==> src/hdl/hxd_pkg.sv <==
package hxd_pkg;

   // tile edge length in pixels
   localparam int TILE_SIZE = 16;

   // result kinds
   localparam logic [1:0] KIND_FILL = 2'd0;
   localparam logic [1:0] KIND_RAW  = 2'd1;
   localparam logic [1:0] KIND_END  = 2'd2;

   // register indexes of the write port
   localparam logic [2:0] CSR_LEFT   = 3'd0;
   localparam logic [2:0] CSR_TOP    = 3'd1;
   localparam logic [2:0] CSR_WIDTH  = 3'd2;
   localparam logic [2:0] CSR_HEIGHT = 3'd3;
   localparam logic [2:0] CSR_PSIZE  = 3'd4;
   localparam logic [2:0] CSR_ENDIAN = 3'd5;

   // pixel size codes
   localparam logic [1:0] PSIZE_1 = 2'd0;
   localparam logic [1:0] PSIZE_2 = 2'd1;

   // decoder phase within a tile
   typedef enum logic [2:0] {
      PH_HEADER   = 3'd0,
      PH_RAW      = 3'd1,
      PH_BG       = 3'd2,
      PH_FG       = 3'd3,
      PH_COUNT    = 3'd4,
      PH_SUBCOLOR = 3'd5,
      PH_SUBXY    = 3'd6,
      PH_SUBWH    = 3'd7
   } phase_type;

   // one result
   typedef struct packed {
      logic [1:0]  kind;
      logic [15:0] pos_x;
      logic [15:0] pos_y;
      logic [4:0]  box_w;
      logic [4:0]  box_h;
      logic [31:0] color;
      logic        last;
   } rsp_type;

   // tile extent for a remaining length: at most one tile
   function automatic logic [4:0] tile_span(input logic [15:0] v);
      logic [4:0] r;
      if (v >= 16'(TILE_SIZE)) begin
         r = 5'(TILE_SIZE);
      end else begin
         r = v[4:0];
      end
      return r;
   endfunction

endpackage

==> src/hdl/hextile_tile_stream_decoder_top.sv <==
// Hextile rectangle decoder. Takes the encoded bytes of one rectangle, one byte per
// request, walks its 16x16 tiles in raster order and emits fill boxes and raw pixels;
// the final result of a rectangle carries rsp_last, and a byte that ends the rectangle
// without drawing yields an end marker. A byte is taken every cycle while req_stall is
// low: it updates the tile walker and its result (at most one per byte) is registered
// into a two-entry result buffer that drives the rsp_ side. req_stall rises only
// while both buffer entries wait to be taken. Write the csr_ registers only while no
// request is in flight; a write to a defined index restarts the walk at the first tile.
module hextile_tile_stream_decoder_top (
   input  logic        clock,
   input  logic        reset,
   input  logic        req_valid,
   output logic        req_stall,
   input  logic [7:0]  req_stream_byte,
   output logic        rsp_valid,
   input  logic        rsp_stall,
   output logic [1:0]  rsp_kind,
   output logic [15:0] rsp_pos_x,
   output logic [15:0] rsp_pos_y,
   output logic [4:0]  rsp_box_w,
   output logic [4:0]  rsp_box_h,
   output logic [31:0] rsp_color,
   output logic        rsp_last,
   input  logic        csr_write,
   input  logic [2:0]  csr_index,
   input  logic [15:0] csr_data
);
   import hxd_pkg::*;

   // configuration
   logic [15:0] left_ff, left_in, top_ff, top_in;
   logic [15:0] width_ff, width_in, height_ff, height_in;
   logic [1:0]  psize_ff, psize_in;
   logic        big_end_ff, big_end_in;

   // tile walker and decoder state
   phase_type   phase_ff, phase_in;
   logic [15:0] tile_x_ff, tile_x_in, tile_y_ff, tile_y_in;
   logic [15:0] rem_w_ff, rem_w_in, rem_h_ff, rem_h_in;
   logic [4:0]  tile_w_ff, tile_w_in, tile_h_ff, tile_h_in;
   logic [4:2]  flags_ff, flags_in;
   logic [31:0] bg_ff, bg_in, fg_ff, fg_in, accum_ff, accum_in;
   logic [1:0]  byte_cnt_ff, byte_cnt_in;
   logic [7:0]  subs_left_ff, subs_left_in, sub_pos_ff, sub_pos_in;
   logic [3:0]  raw_col_ff, raw_col_in, raw_row_ff, raw_row_in;

   // result buffer
   rsp_type     buf_ff [2];
   logic        wr_ptr_ff, rd_ptr_ff;
   logic [1:0]  count_ff;

   logic        accept, pop, push;
   rsp_type     res;
   logic        res_valid;
   logic [7:0]  b;
   logic [1:0]  last_byte;
   logic [31:0] acc_base, acc_new;
   logic        pix_done;
   logic        tile_end;
   logic [7:0]  subs_dec;
   logic        empty_rect;

   assign accept     = req_valid && !req_stall;
   assign pop        = rsp_valid && !rsp_stall;
   assign push       = accept && res_valid;
   assign b          = req_stream_byte;
   assign empty_rect = (width_ff == 16'd0) || (height_ff == 16'd0);
   assign subs_dec   = subs_left_ff - 8'd1;

   // pixel byte assembly
   always_comb begin
      case (psize_ff)
         PSIZE_1: last_byte = 2'd0;
         PSIZE_2: last_byte = 2'd1;
         default: last_byte = 2'd3;
      endcase
      acc_base = (byte_cnt_ff == 2'd0) ? 32'd0 : accum_ff;
      if (big_end_ff) begin
         acc_new = {acc_base[23:0], b};
      end else begin
         acc_new = acc_base | ({24'd0, b} << {byte_cnt_ff, 3'b000});
      end
      pix_done = (byte_cnt_ff >= last_byte);
   end

   // decode step, tile walk and configuration writes
   always_comb begin
      left_in      = left_ff;
      top_in       = top_ff;
      width_in     = width_ff;
      height_in    = height_ff;
      psize_in     = psize_ff;
      big_end_in   = big_end_ff;
      phase_in     = phase_ff;
      tile_x_in    = tile_x_ff;
      tile_y_in    = tile_y_ff;
      rem_w_in     = rem_w_ff;
      rem_h_in     = rem_h_ff;
      tile_w_in    = tile_w_ff;
      tile_h_in    = tile_h_ff;
      flags_in     = flags_ff;
      bg_in        = bg_ff;
      fg_in        = fg_ff;
      accum_in     = accum_ff;
      byte_cnt_in  = byte_cnt_ff;
      subs_left_in = subs_left_ff;
      sub_pos_in   = sub_pos_ff;
      raw_col_in   = raw_col_ff;
      raw_row_in   = raw_row_ff;
      res          = '0;
      res_valid    = 1'b0;
      tile_end     = 1'b0;

      if (csr_write) begin
         case (csr_index)
            CSR_LEFT:   left_in    = csr_data;
            CSR_TOP:    top_in     = csr_data;
            CSR_WIDTH:  width_in   = csr_data;
            CSR_HEIGHT: height_in  = csr_data;
            CSR_PSIZE:  psize_in   = csr_data[1:0];
            CSR_ENDIAN: big_end_in = csr_data[0];
            default: ;
         endcase
         // restart the walk from the new settings
         if (csr_index <= CSR_ENDIAN) begin
            tile_x_in   = left_in;
            tile_y_in   = top_in;
            rem_w_in    = width_in;
            rem_h_in    = height_in;
            tile_w_in   = tile_span(width_in);
            tile_h_in   = tile_span(height_in);
            phase_in    = PH_HEADER;
            byte_cnt_in = 2'd0;
         end
      end else if (accept && empty_rect) begin
         res.kind  = KIND_END;
         res.last  = 1'b1;
         res_valid = 1'b1;
      end else if (accept) begin
         case (phase_ff)
            PH_RAW: begin
               accum_in    = acc_new;
               byte_cnt_in = pix_done ? 2'd0 : byte_cnt_ff + 2'd1;
               if (pix_done) begin
                  res.kind  = KIND_RAW;
                  res.pos_x = tile_x_ff + {12'd0, raw_col_ff};
                  res.pos_y = tile_y_ff + {12'd0, raw_row_ff};
                  res.box_w = 5'd1;
                  res.box_h = 5'd1;
                  res.color = acc_new;
                  res_valid = 1'b1;
                  if ({1'b0, raw_col_ff} == tile_w_ff - 5'd1) begin
                     raw_col_in = 4'd0;
                     if ({1'b0, raw_row_ff} == tile_h_ff - 5'd1) begin
                        tile_end = 1'b1;
                     end else begin
                        raw_row_in = raw_row_ff + 4'd1;
                     end
                  end else begin
                     raw_col_in = raw_col_ff + 4'd1;
                  end
               end
            end
            PH_BG: begin
               accum_in    = acc_new;
               byte_cnt_in = pix_done ? 2'd0 : byte_cnt_ff + 2'd1;
               if (pix_done) begin
                  bg_in     = acc_new;
                  res.kind  = KIND_FILL;
                  res.pos_x = tile_x_ff;
                  res.pos_y = tile_y_ff;
                  res.box_w = tile_w_ff;
                  res.box_h = tile_h_ff;
                  res.color = acc_new;
                  res_valid = 1'b1;
                  if (flags_ff[2]) begin
                     phase_in = PH_FG;
                  end else if (flags_ff[3]) begin
                     phase_in = PH_COUNT;
                  end else begin
                     tile_end = 1'b1;
                  end
               end
            end
            PH_FG: begin
               accum_in    = acc_new;
               byte_cnt_in = pix_done ? 2'd0 : byte_cnt_ff + 2'd1;
               if (pix_done) begin
                  fg_in = acc_new;
                  if (flags_ff[3]) begin
                     phase_in = PH_COUNT;
                  end else begin
                     tile_end = 1'b1;
                  end
               end
            end
            PH_COUNT: begin
               subs_left_in = b;
               if (b == 8'd0) begin
                  tile_end = 1'b1;
               end else begin
                  phase_in = flags_ff[4] ? PH_SUBCOLOR : PH_SUBXY;
               end
            end
            PH_SUBCOLOR: begin
               accum_in    = acc_new;
               byte_cnt_in = pix_done ? 2'd0 : byte_cnt_ff + 2'd1;
               if (pix_done) begin
                  phase_in = PH_SUBXY;
               end
            end
            PH_SUBXY: begin
               sub_pos_in = b;
               phase_in   = PH_SUBWH;
            end
            PH_SUBWH: begin
               res.kind     = KIND_FILL;
               res.pos_x    = tile_x_ff + {12'd0, sub_pos_ff[7:4]};
               res.pos_y    = tile_y_ff + {12'd0, sub_pos_ff[3:0]};
               res.box_w    = {1'b0, b[7:4]} + 5'd1;
               res.box_h    = {1'b0, b[3:0]} + 5'd1;
               res.color    = flags_ff[4] ? accum_ff : fg_ff;
               res_valid    = 1'b1;
               subs_left_in = subs_dec;
               if (subs_dec == 8'd0) begin
                  tile_end = 1'b1;
               end else begin
                  phase_in = flags_ff[4] ? PH_SUBCOLOR : PH_SUBXY;
               end
            end
            default: begin
               // subencoding byte
               flags_in    = b[4:2];
               byte_cnt_in = 2'd0;
               if (b[0]) begin
                  raw_col_in = 4'd0;
                  raw_row_in = 4'd0;
                  phase_in   = PH_RAW;
               end else if (b[1]) begin
                  phase_in = PH_BG;
               end else begin
                  res.kind  = KIND_FILL;
                  res.pos_x = tile_x_ff;
                  res.pos_y = tile_y_ff;
                  res.box_w = tile_w_ff;
                  res.box_h = tile_h_ff;
                  res.color = bg_ff;
                  res_valid = 1'b1;
                  if (b[2]) begin
                     phase_in = PH_FG;
                  end else if (b[3]) begin
                     phase_in = PH_COUNT;
                  end else begin
                     tile_end = 1'b1;
                  end
               end
            end
         endcase

         // advance to the next tile, or close the rectangle
         if (tile_end) begin
            phase_in    = PH_HEADER;
            byte_cnt_in = 2'd0;
            if (rem_w_ff > 16'(TILE_SIZE)) begin
               tile_x_in = tile_x_ff + 16'(TILE_SIZE);
               rem_w_in  = rem_w_ff - 16'(TILE_SIZE);
               tile_w_in = tile_span(rem_w_ff - 16'(TILE_SIZE));
            end else begin
               tile_x_in = left_ff;
               rem_w_in  = width_ff;
               tile_w_in = tile_span(width_ff);
               if (rem_h_ff > 16'(TILE_SIZE)) begin
                  tile_y_in = tile_y_ff + 16'(TILE_SIZE);
                  rem_h_in  = rem_h_ff - 16'(TILE_SIZE);
                  tile_h_in = tile_span(rem_h_ff - 16'(TILE_SIZE));
               end else begin
                  tile_y_in = top_ff;
                  rem_h_in  = height_ff;
                  tile_h_in = tile_span(height_ff);
                  if (!res_valid) begin
                     res       = '0;
                     res.kind  = KIND_END;
                     res_valid = 1'b1;
                  end
                  res.last = 1'b1;
               end
            end
         end
      end
   end

   // state registers
   always_ff @(posedge clock) begin
      if (reset) begin
         left_ff      <= 16'd0;
         top_ff       <= 16'd0;
         width_ff     <= 16'd1;
         height_ff    <= 16'd1;
         psize_ff     <= 2'd2;
         big_end_ff   <= 1'b0;
         phase_ff     <= PH_HEADER;
         tile_x_ff    <= 16'd0;
         tile_y_ff    <= 16'd0;
         rem_w_ff     <= 16'd1;
         rem_h_ff     <= 16'd1;
         tile_w_ff    <= 5'd1;
         tile_h_ff    <= 5'd1;
         flags_ff     <= '0;
         bg_ff        <= 32'd0;
         fg_ff        <= 32'd0;
         accum_ff     <= 32'd0;
         byte_cnt_ff  <= 2'd0;
         subs_left_ff <= 8'd0;
         sub_pos_ff   <= 8'd0;
         raw_col_ff   <= 4'd0;
         raw_row_ff   <= 4'd0;
      end else begin
         left_ff      <= left_in;
         top_ff       <= top_in;
         width_ff     <= width_in;
         height_ff    <= height_in;
         psize_ff     <= psize_in;
         big_end_ff   <= big_end_in;
         phase_ff     <= phase_in;
         tile_x_ff    <= tile_x_in;
         tile_y_ff    <= tile_y_in;
         rem_w_ff     <= rem_w_in;
         rem_h_ff     <= rem_h_in;
         tile_w_ff    <= tile_w_in;
         tile_h_ff    <= tile_h_in;
         flags_ff     <= flags_in;
         bg_ff        <= bg_in;
         fg_ff        <= fg_in;
         accum_ff     <= accum_in;
         byte_cnt_ff  <= byte_cnt_in;
         subs_left_ff <= subs_left_in;
         sub_pos_ff   <= sub_pos_in;
         raw_col_ff   <= raw_col_in;
         raw_row_ff   <= raw_row_in;
      end
   end

   // two-entry result buffer control
   always_ff @(posedge clock) begin
      if (reset) begin
         wr_ptr_ff <= 1'b0;
         rd_ptr_ff <= 1'b0;
         count_ff  <= 2'd0;
      end else begin
         if (push) begin
            wr_ptr_ff <= ~wr_ptr_ff;
         end
         if (pop) begin
            rd_ptr_ff <= ~rd_ptr_ff;
         end
         count_ff <= count_ff + {1'b0, push} - {1'b0, pop};
      end
   end

   // result buffer payload
   always_ff @(posedge clock) begin
      if (push) begin
         buf_ff[wr_ptr_ff] <= res;
      end
   end

   assign req_stall = (count_ff == 2'd2);
   assign rsp_valid = (count_ff != 2'd0);
   assign rsp_kind  = buf_ff[rd_ptr_ff].kind;
   assign rsp_pos_x = buf_ff[rd_ptr_ff].pos_x;
   assign rsp_pos_y = buf_ff[rd_ptr_ff].pos_y;
   assign rsp_box_w = buf_ff[rd_ptr_ff].box_w;
   assign rsp_box_h = buf_ff[rd_ptr_ff].box_h;
   assign rsp_color = buf_ff[rd_ptr_ff].color;
   assign rsp_last  = buf_ff[rd_ptr_ff].last;

endmodule

==> config.mk <==
export PLATFORM = sky130hd
export DESIGN_NAME = hextile_tile_stream_decoder_top
export DESIGN_NICKNAME = d
export VERILOG_FILES = /design/src/hdl/hxd_pkg.sv /design/src/hdl/hextile_tile_stream_decoder_top.sv
export SDC_FILE = /design/constraint.sdc
export NUM_CORES = 1
export LEC_CHECK = 0
export ABC_AREA = 1
export BUFFER_PORTS_ARGS = -buffer_cell sky130_fd_sc_hd__buf_2
export CORE_AREA = 5 5 274 276
export DETAILED_ROUTE_END_ITERATION = 8
export DIE_AREA = 0 0 279 281
export GPL_ROUTABILITY_DRIVEN = 0
export SLEW_MARGIN = 10
export SYNTH_ARGS = -nofsm -noshare
export SYNTH_HDL_FRONTEND = slang
export SYNTH_SLANG_ARGS = --single-unit
==> constraint.sdc <==
create_clock -name clock -period 7.73 [get_ports clock]
set_clock_uncertainty 0.2 [all_clocks]
set_input_delay 1.546 -clock clock [delete_from_list [all_inputs] [get_ports clock]]
set_output_delay 1.546 -clock clock [all_outputs]
set_load 0.01 [all_outputs]
* Word level (Yosys, flattened, before mapping) *
Memories as Yosys holds them, arrays and structs flattened. A register that Yosys moved wholly into a read port is not among the register bits.
Cells that the tools add are included.

word-level totals
  register bits = 273
  bits in writable memories = 154
  input port bits = 32
  word-level logic and storage cells = 269
  memories = 1

memory list
  name    words  width  rd ports  clocked after Yosys merged registers in  write ports  RTL line                               RTL
  buf_ff  2      77     1         1                                        1            hextile_tile_stream_decoder_top.sv:48  rsp_type buf_ff [2];

operators by class
  $add $sub $neg = 18
  magnitude comparators = 10
  equality and inequality tests = 29
  shifts and indexed selects = 1
  multiplexer cells = 137
  bitwise operators = 7
  reductions and logical operators = 41

operators by type and width
  operator                 count
  $mux W16                 32
  $mux W77                 6
  $pmux W75 S4             1
  $mux W74                 4
  $ge A16 B5 Y1 const B    6
  $mux W32                 3
  $mux W5                  19
  $mux W75                 1
  $add A16 B4 Y16          4
  $mux W3                  16
  $mux W1                  33
  $add A16 B5 Y16 const B  2
  $gt A16 B5 Y1 const B    2
  $logic_not A16 Y1        2
  $or A32 B32 Y32          1
  $shl A8 B5 Y32           1
  $sub A16 B5 Y16 const B  2
  $mux W4                  6
  $reduce_and A4 Y1        6
  $pmux W3 S7              1
  $ne A4 B4 Y1 const B     5
  $eq A3 B3 Y1 const B     6
  $logic_not A8 Y1         2
  $mux W2                  8
  41 further kinds         74

* Longest topological paths before layout *
Gate-level depths: netlist (run 1).

  depth in word-level cells = 17
  mapped depth = 21

* Least setup slack after synthesis (run 1) *
OpenSTA, ideal clock, no wires.

  kind = input-to-reg
  start point = input port req_stream_byte[0]
  end point = memory buf_ff[0][0] in the netlist's numbering (enable)
  data arrival time = 6.019 ns
  data required time = 7.017 ns
  path slack = 0.998 ns
  stages = 11
  path buffers = 1
  path through = clkbuf_1 > clkinv_1 > ha_1 > nand3_1 > nor4_1 > nor2_1 > nand3_1 > nand2_1 > nand2_1 > nand2_1 > nor2_1

on the way
  cells in the longest elaborated chain, start to end = 14
  elaborated cells on any way between the ends = 21

ends and longest elaborated chain
  item                               RTL line                                RTL
  start, declared                    hextile_tile_stream_decoder_top.sv:14   input logic [7:0] req_stream_byte,
  $mux W1                            hextile_tile_stream_decoder_top.sv:235  if (b[0]) begin
  $pmux W1 S3                        hextile_tile_stream_decoder_top.sv:140  case (phase_ff)
  $mux W1                            hextile_tile_stream_decoder_top.sv:139  end else if (accept) begin
  $mux W1                            hextile_tile_stream_decoder_top.sv:135  end else if (accept && empty_rect) begin
  $mux W1                            hextile_tile_stream_decoder_top.sv:114  if (csr_write) begin
  $mux W1                            hextile_tile_stream_decoder_top.sv:272  if (rem_h_ff > 16'(TILE_SIZE)) begin
  $mux W1                            hextile_tile_stream_decoder_top.sv:264  if (rem_w_ff > 16'(TILE_SIZE)) begin
  $mux W1 (*)                        hextile_tile_stream_decoder_top.sv:261  if (tile_end) begin
  $mux W1 (*)                        hextile_tile_stream_decoder_top.sv:139
  $mux W1 (*)                        hextile_tile_stream_decoder_top.sv:135
  $mux W1 (*)                        hextile_tile_stream_decoder_top.sv:114
  $logic_and A1 B1 Y1 (*)            hextile_tile_stream_decoder_top.sv:65   assign push = accept && res_valid;
  $mux W1 (*)                        hextile_tile_stream_decoder_top.sv:362  if (push) begin
  $mux W1 (not written as such) (*)  hextile_tile_stream_decoder_top.sv:363  buf_ff[wr_ptr_ff] <= res;
  end, declared                      hextile_tile_stream_decoder_top.sv:48

Mark *: on every way between the ends. The rest lies on a longest branch, timed or not. The select of a mux whose other input is x is not followed.

* Worst setup path in the final report (run 1) *
  start point = register byte_cnt_ff[0]
  end point = memory buf_ff[1][11] in the netlist's numbering (enable)

on the way
  cells in the longest elaborated chain, start to end = 15
  elaborated cells on any way between the ends = 22

ends and longest elaborated chain
  item                               RTL line                                                                        RTL
  start, declared                    hextile_tile_stream_decoder_top.sv:43                                           logic [1:0] byte_cnt_ff, byte_cnt_in;
  start signal, assigned             hextile_tile_stream_decoder_top.sv:335                                          byte_cnt_ff <= byte_cnt_in;
  $ge A2 B2 Y1 (*)                   hextile_tile_stream_decoder_top.sv:83                                           pix_done = (byte_cnt_ff >= last_byte);
  $mux W1                            hextile_tile_stream_decoder_top.sv:144, hextile_tile_stream_decoder_top.sv:167
  $pmux W1 S3                        hextile_tile_stream_decoder_top.sv:140
  $mux W1                            hextile_tile_stream_decoder_top.sv:139
  $mux W1                            hextile_tile_stream_decoder_top.sv:135
  $mux W1                            hextile_tile_stream_decoder_top.sv:114
  $mux W1                            hextile_tile_stream_decoder_top.sv:272
  $mux W1                            hextile_tile_stream_decoder_top.sv:264
  $mux W1 (*)                        hextile_tile_stream_decoder_top.sv:261
  $mux W1 (*)                        hextile_tile_stream_decoder_top.sv:139
  $mux W1 (*)                        hextile_tile_stream_decoder_top.sv:135
  $mux W1 (*)                        hextile_tile_stream_decoder_top.sv:114
  $logic_and A1 B1 Y1 (*)            hextile_tile_stream_decoder_top.sv:65
  $mux W1 (*)                        hextile_tile_stream_decoder_top.sv:362
  $mux W1 (not written as such) (*)  hextile_tile_stream_decoder_top.sv:363

Marks and branches as above.

==> results of run 1 <==
==> how the worst max path moves through the flow <==
stage / from / end / slack (ns) / cells past startpoint
after floorplan: req_stream_byte[0] / buf_ff[0][0] / 1.0 / 11
after global placement: byte_cnt_ff[0] / buf_ff[1][3] / 2.40 / 14
after detailed placement: byte_cnt_ff[0] / buf_ff[1][3] / 2.26 / 14
after CTS: byte_cnt_ff[0] / buf_ff[1][11] / 2.21 / 14
after global routing: byte_cnt_ff[0] / buf_ff[1][11] / 1.83 / 14
final: byte_cnt_ff[0] / buf_ff[1][11] / 2.15 / 14
==> cells in the final DEF, fill, tap and decap left out, types with 6 or more instances in the layout <==
cell / n
a211oi_1: 17
a21oi_1: 297
a31o_2: 6
a31oi_1: 17
buf_2: 110
buf_4: 30
clkbuf_1: 14
clkbuf_16: 48
clkinv_1: 9
clkinv_2: 10
dfxtp_1: 273
edfxtp_1: 154
ha_1: 44
inv_1: 330
inv_2: 32
mux2_2: 77
mux2i_1: 7
nand2_1: 605
nand3_1: 139
nand3b_1: 7
nand4_1: 115
nor2_1: 414
nor2_2: 6
nor3_1: 44
nor4_1: 6
o2111ai_1: 13
o211ai_1: 18
o21ai_0: 313
o21ai_1: 6
o221ai_1: 30
o22ai_1: 19
o31ai_1: 15
or2_2: 7
xnor2_1: 13
xor2_1: 22
==> state kept, by name, indices dropped and copies added (netlist names), 16 cells and up, named ones only <==
name and count:
left_ff 16, tile_x_ff 16, buf_ff 154, height_ff 16
tile_y_ff 16, fg_ff 32, accum_ff 32, width_ff 16
top_ff 16, rem_h_ff 16, bg_ff 32, rem_w_ff 16
==> worst register-to-register path, stage by stage (launching register included) <==
cell and delay [ns]:
dfxtp_1 0.64, inv_1 0.48, ha_1 0.42, o21ai_1 0.19, nand2_1 0.24, nand2_2 0.38, inv_2 0.36, nor2_1 0.44
nand2_1 0.20, o21a_1 0.17, nor2_1 0.10, nand2_1 0.10, nand3_1 0.12, clkinv_2 0.64, buf_4 0.56
==> cells in the mapped netlist (44+ instances only) <==
cell,n,share of area
ha_1,44,0.023
nand2_1,606,0.094
inv_1,332,0.051
nand4_1,115,0.030
nor3_1,44,0.0091
o21ai_0,313,0.064
mux2_2,77,0.036
edfxtp_1,154,0.19
dfxtp_1,274,0.23
nor2_1,418,0.065
clkbuf_1,125,0.019
a21oi_1,297,0.061
nand3_1,140,0.029
==> where the power goes <==
part           total, W  leakage (nW)  internal, W  switching (W)
clock           0.00224         0.745      0.00130       0.000947
sequential      0.00267          3.55      0.00252       0.000149
combinational   0.00194          6.98     0.000648        0.00129
total           0.00685          11.3      0.00446        0.00239
==> kinds of logic (layout without fill, tap and decap cells) <==
group / count (synthesis) / after routing
other: 0 / 3
flip-flops: 428 / 428
AO/OA/AOI/OAI: 768 / 768
buffers and inverters: 562 / 599
multiplexers: 84 / 84
XOR/XNOR: 35 / 35
adder cells (fa/ha/maj): 48 / 48
AND/OR/NAND/NOR: 1367 / 1367
==> stage by stage <==
stage | util | instances
finish | 0.374 | 4291
global route | 0.374 | 4288
floorplan | - | 3292
detailed placement | 0.352 | 4199
CTS | 0.374 | 4288
global placement | 0.352 | 4199
==> area by class of cell <==
type / count / area share
Multi-Input combinational cell: 2302 / 0.444
Sequential cell: 428 / 0.374
Inverter: 369 / 0.0514
Clock buffer: 67 / 0.0489
Tap cell: 959 / 0.0444
Timing Repair Buffer: 141 / 0.0294
Clock inverter: 22 / 0.00764
Antenna cell: 3 / 0.000278
==> routing by layer <==
metal	global-route usage	vias to the layer above	part of all wire
li1	-	11157	-
met1	0.262	10267	0.45
met2	0.285	803	0.43
met3	0.0414	136	0.079
met4	0.0601	2	0.032
met5	0	-	0.00017
==> metrics, run 1 <==
cells on worst reg2reg path 14; cells along the critical path inv_1 > ha_1 > o21ai_1 > nand2_1 > nand2_2 > inv_2 > nor2_1 > nand2_1 > o21a_1 > nor2_1 > nand2_1 > nand3_1 > clkinv_2 > buf_4; ratio of cells with drive above 1 in the final layout 0.108; Slew headroom 0.289; maximum ir drop on the vdd rail 0.159 mV; fmax 179 MHz; area of the mapped netlist around 24,000 µm²; number of flip-flops and latches in the synthesized netlist roughly 430; Setup violations, final 0; Clock Root Buffer clkbuf_16; final routed wirelength across all metal layers 76,100 µm; Worst Hold Launch rd_ptr_ff; family with the most delay on the worst path buffers and inverters; Die ar. 78,400 µm²; simple-gate share of the synthesized area 0.240; Die Width 279 µm; routed wirelength normalized by instance count 17.7 µm; clock tree from TritonCTS yes; via count normalized by instance count 5.21; proportion of synthesized chip area in sequential cells 0.416; CTS H-tree lvls 2; area delta synth->final 11.2%; total number of nets in the final design 3,370; result of the run completed; final std cell area, no fill 27,000 µm²; number of DRC violations after detailed-routing iteration 0 approximately 2,100; Critical Path Source Type flop; cell type with the highest occurrence count on the critical path nand2_1; Final Hold Vio Count 0; Port Buffer Count 110; dominant combinational cell family by area after synthesis simple AND/OR/NAND/NOR gates; Hold Path Class reg -> reg; largest net degree at the start of global routing between 80 and 90; leakage power total around 11 nW; quantity of gates resized following cts 0; power per unit of standard cell area between 200 and 300 nW/µm²; worst hold stages 1; Clock Pin Slew Worst Setup and Hold Paths around 0.06 ns; Critical Path Slowest Stage Cell dfxtp_1; Worst Path Arrival 5.66 ns; measured slew at the worst slew-check pin 1.07 ns; setup repair after global routing missed its margin no; Post-Syn Area per Cell roughly 7.4 µm²; final count of pins violating max slew 0; core area ~72,000 µm²; critical path required time slightly below 8 ns; CTS buffer count 48; cells after synthesis between 3,000 and 4,000; wire length of the first global-routing pass roughly 120,000 µm; area fraction in compound gates after synthesis 0.175; fraction of synthesized cell area in xor and xnor cells 0.0126; Syn. warnings 0; row cnt 99; distinct cell type count of the synthesized netlist 57; number of vias after detailed routing 22,365; element type at the critical path end flop; number of sinks driven by the clock tree 428; number of fill cells 7,631; worst hold margin 0.250 ns; DRC violation count after routing 0; max cap viols 0; fin worst setup slack 2.15 ns; number of global-route vias before repair approximately 20,000; Post-Syn Nets 3,372; Setup Total Neg Slack 0 ns; effective utilization at floorplan 0.336; capture instance of the worst register-to-register path buf_ff[1][11]; Post-DRT Antenna Nets 0; vertical die dimension ~280 µm; IO Count around 110; area of the multi-input gates 12,000 µm²; maximum net fanout on the critical path 45; all-layer global routing usage 0.186; maximum buffer depth of the clock tree 3; total power of the final layout 0.00685 W; aggregate global routing overflow 0; Primary FF master, synth dfxtp_1; count of flip-flops with a built-in enable after synthesis between 150 and 200; number of iterations in the first detailed-routing pass 6; proportion of synthesized area in mux cells 0.0386; share of the cycle needed by the critical path after routing 0.722; final critical delay including setup and external delays 5.58 ns; Worst-Skew Late Latency ~0.60 ns; setup slack of the most critical reg-to-reg path 2.15 ns; FFs w/ async S/R, synth 0; worst slack after detailed placement 2.26 ns; # hold bufs at CTS 0; initial antenna violation count 5; estimated wirelength of the detail-placed design approximately 52,000 µm; postcts setup bufs 0; Crit Path Category reg -> reg; Max stage delay on crit path 0.64 ns; critical path buffer and inverter count 4; worst reg2reg startpoint byte_cnt_ff[0]; Seq. cell area 10,100 µm²; synthesized-area fraction occupied by adder cells 0.0260; placed standard-cell area about 25,000 µm²
Note: power is estimated with default switching activity, not from simulation.
==> run 2, diff against run 1 <==
Clock period 7.73 ns to 5.9 ns, I/O delays scaled along.
==> run 2 against run 1 <==
Against the previous run: sequential power is 32% higher; routed wire length is 2.9% higher; global-route usage is 0.68 points higher; non-clock buffer count is 4 higher; cell area is 0.25% higher; hold slack better by 0.0047 ns; sequential share of layout area is 0.095 points lower; via count is 1.6% higher; register-to-register slack worse by 0.89 ns; utilization is 0.095 points higher.
==> metrics, run 2 (synthesis results as in run 1) <==
result of the run completed; CTS H-tree lvls 2; number of sinks driven by the clock tree 428; Setup violations, final 0; measured slew at the worst slew-check pin around 1.1 ns; number of fill cells 7,593; leakage power total around 11 nW; number of DRC violations after detailed-routing iteration 0 2,457; # hold bufs at CTS 0; area of the multi-input gates between 10,000 and 15,000 µm²; via count normalized by instance count 5.29; Max stage delay on crit path 0.69 ns; quantity of gates resized following cts 0; max cap viols 0; Setup Total Neg Slack 0 ns; ratio of cells with drive above 1 in the final layout 0.109; worst hold stages 1; fmax roughly 220 MHz; Port Buffer Count 110; Crit Path Category reg -> reg; Final Hold Vio Count 0; total number of nets in the final design about 3,400; final count of pins violating max slew 0; internal power summed over all cells ~0.006 W; register bank with the most flops buf_ff; Clock Pin Slew Worst Setup and Hold Paths 0.06 ns; effective utilization at floorplan 0.336; estimated wirelength of the detail-placed design 53,300 µm; Critical Path Source Type flop; clock network fraction of total power 0.328; maximum ir drop on the vdd rail between 0.15 and 0.2 mV; cells on worst reg2reg path 14; Worst Path Arrival 4.76 ns; cells along the critical path inv_1 > ha_1 > o21ai_1 > nand2_1 > nand2_2 > inv_2 > nor2_1 > nand2_1 > o21a_1 > nor2_1 > nand2_1 > nand3_1 > clkinv_2 > buf_4; Die ar. 78,400 µm²; flip-flop count of the largest register after layout 154; Slew headroom 0.276; most used cells in the layout excluding fill and tap cells 605 x nand2_1, 414 x nor2_1, 329 x inv_1, 313 x o21ai_0, 297 x a21oi_1; DRC violation count after routing 0; number of iterations in the first detailed-routing pass 6; total net switching power 0.00317 W; Critical Path Slowest Stage Cell dfxtp_1; count of placed standard cells including taps 4,203; Worst path depth 14; number of global-route vias before repair between 20,000 and 25,000; final critical delay including setup and external delays 4.65 ns; number of vias after detailed routing 22,722; critical path required time 6.01 ns; maximum buffer depth of the clock tree 3; routed wirelength normalized by instance count between 15 and 20 µm; share of the cycle needed by the critical path after routing 0.788; IO Count 111; initial antenna violation count 4; all-layer global routing usage 0.193; Clock Root Buffer clkbuf_16; Post-DRT Antenna Nets 0; row cnt just under 100; element type at the critical path end flop; leading cell type in the layout, fill and taps excluded nand2_1; final routed wirelength across all metal layers 78,400 µm; Layout Cells excl Fill 4,294; Seq. cell area 10,100 µm²; aggregate global routing overflow 0; maximum net fanout on the critical path 24; fraction of power consumed by sequential logic 0.389; setup repair after global routing missed its margin no; core area slightly above 70,000 µm²; critical path buffer and inverter count 4; vertical die dimension roughly 280 µm; Worst-Skew Late Latency 0.62 ns; cell type with the highest occurrence count on the critical path nand2_1; power per unit of standard cell area between 300 and 400 nW/µm²; clock tree from TritonCTS yes; Hold Path Class reg -> reg; largest net degree at the start of global routing roughly 120; Logic pwr share 0.282; family with the most delay on the worst path simple AND/OR/NAND/NOR gates; Die Width 279 µm; postcts setup bufs 0; wire length of the first global-routing pass 122,000 µm; CTS buffer count 48; area delta synth->final 11.5%; fraction of power spent switching nets 0.350
[run 2: changes by cell type in the layout (fill, tap and decap cells not counted), sizes merged]
| cell | previous run | this run |
|---|---|---|
| clkinvlp | 2 | 1 |
| diode | 3 | 2 |
| bufinv | 3 | 4 |
| buf | 141 | 145 |
[run 2: area by class of cell]
cell class | instances | share of cell area
multi-input combinational | 2302 | 0.443
sequential | 428 | 0.373
inverter | 369 | 0.0513
clock buffer | 67 | 0.0484
tap | 959 | 0.0443
timing repair buffer | 145 | 0.0319
clock inverter | 22 | 0.00813
antenna | 2 | 0.000185
[run 2: per-stage QoR]
step	total power (W)	cell area [µm²]	hold slack (ns)	worst slack (ns)	util
after floorplan	0.00527	24300	0.226	0.825	-
after global placement	0.00610	25600	0.238	1.40	0.353
after detailed placement	0.00610	25600	0.237	1.39	0.353
after CTS	0.00907	27100	0.248	1.38	0.375
after global routing	0.00950	27100	0.283	0.978	0.375
final	0.00904	27100	0.255	1.25	0.375
[run 2: routing by layer]
layer | vias to the layer above | share of wire | track usage
met3 | 146 | 0.075 | 0.0349
met1 | 10601 | 0.46 | 0.274
li1 | 11170 | - | -
met2 | 803 | 0.43 | 0.299
met5 | - | 0.00017 | 0
met4 | 2 | 0.032 | 0.0624
[run 2: power groups by stage]
stage	sequential (W)	clock (W)	combinational, W
5_1_grt	0.00355	0.00315	0.00281
4_1_cts	0.00351	0.00302	0.00253
3_3_place_gp	0.00357	0	0.00253
2_1_floorplan	0.00347	0	0.00180
6_report	0.00352	0.00297	0.00255
3_5_place_dp	0.00358	0	0.00252
[run 2: final timing paths]
check | from | endpoint | slack (ns)
worst min-delay path | rd_ptr_ff | flop | 0.25
worst max register to register | byte_cnt_ff[0] | buf_ff[1][54] | 1.25
worst max-delay path | byte_cnt_ff[0] | buf_ff[1][54] | 1.25
worst min register to register | rd_ptr_ff | flop | 0.25
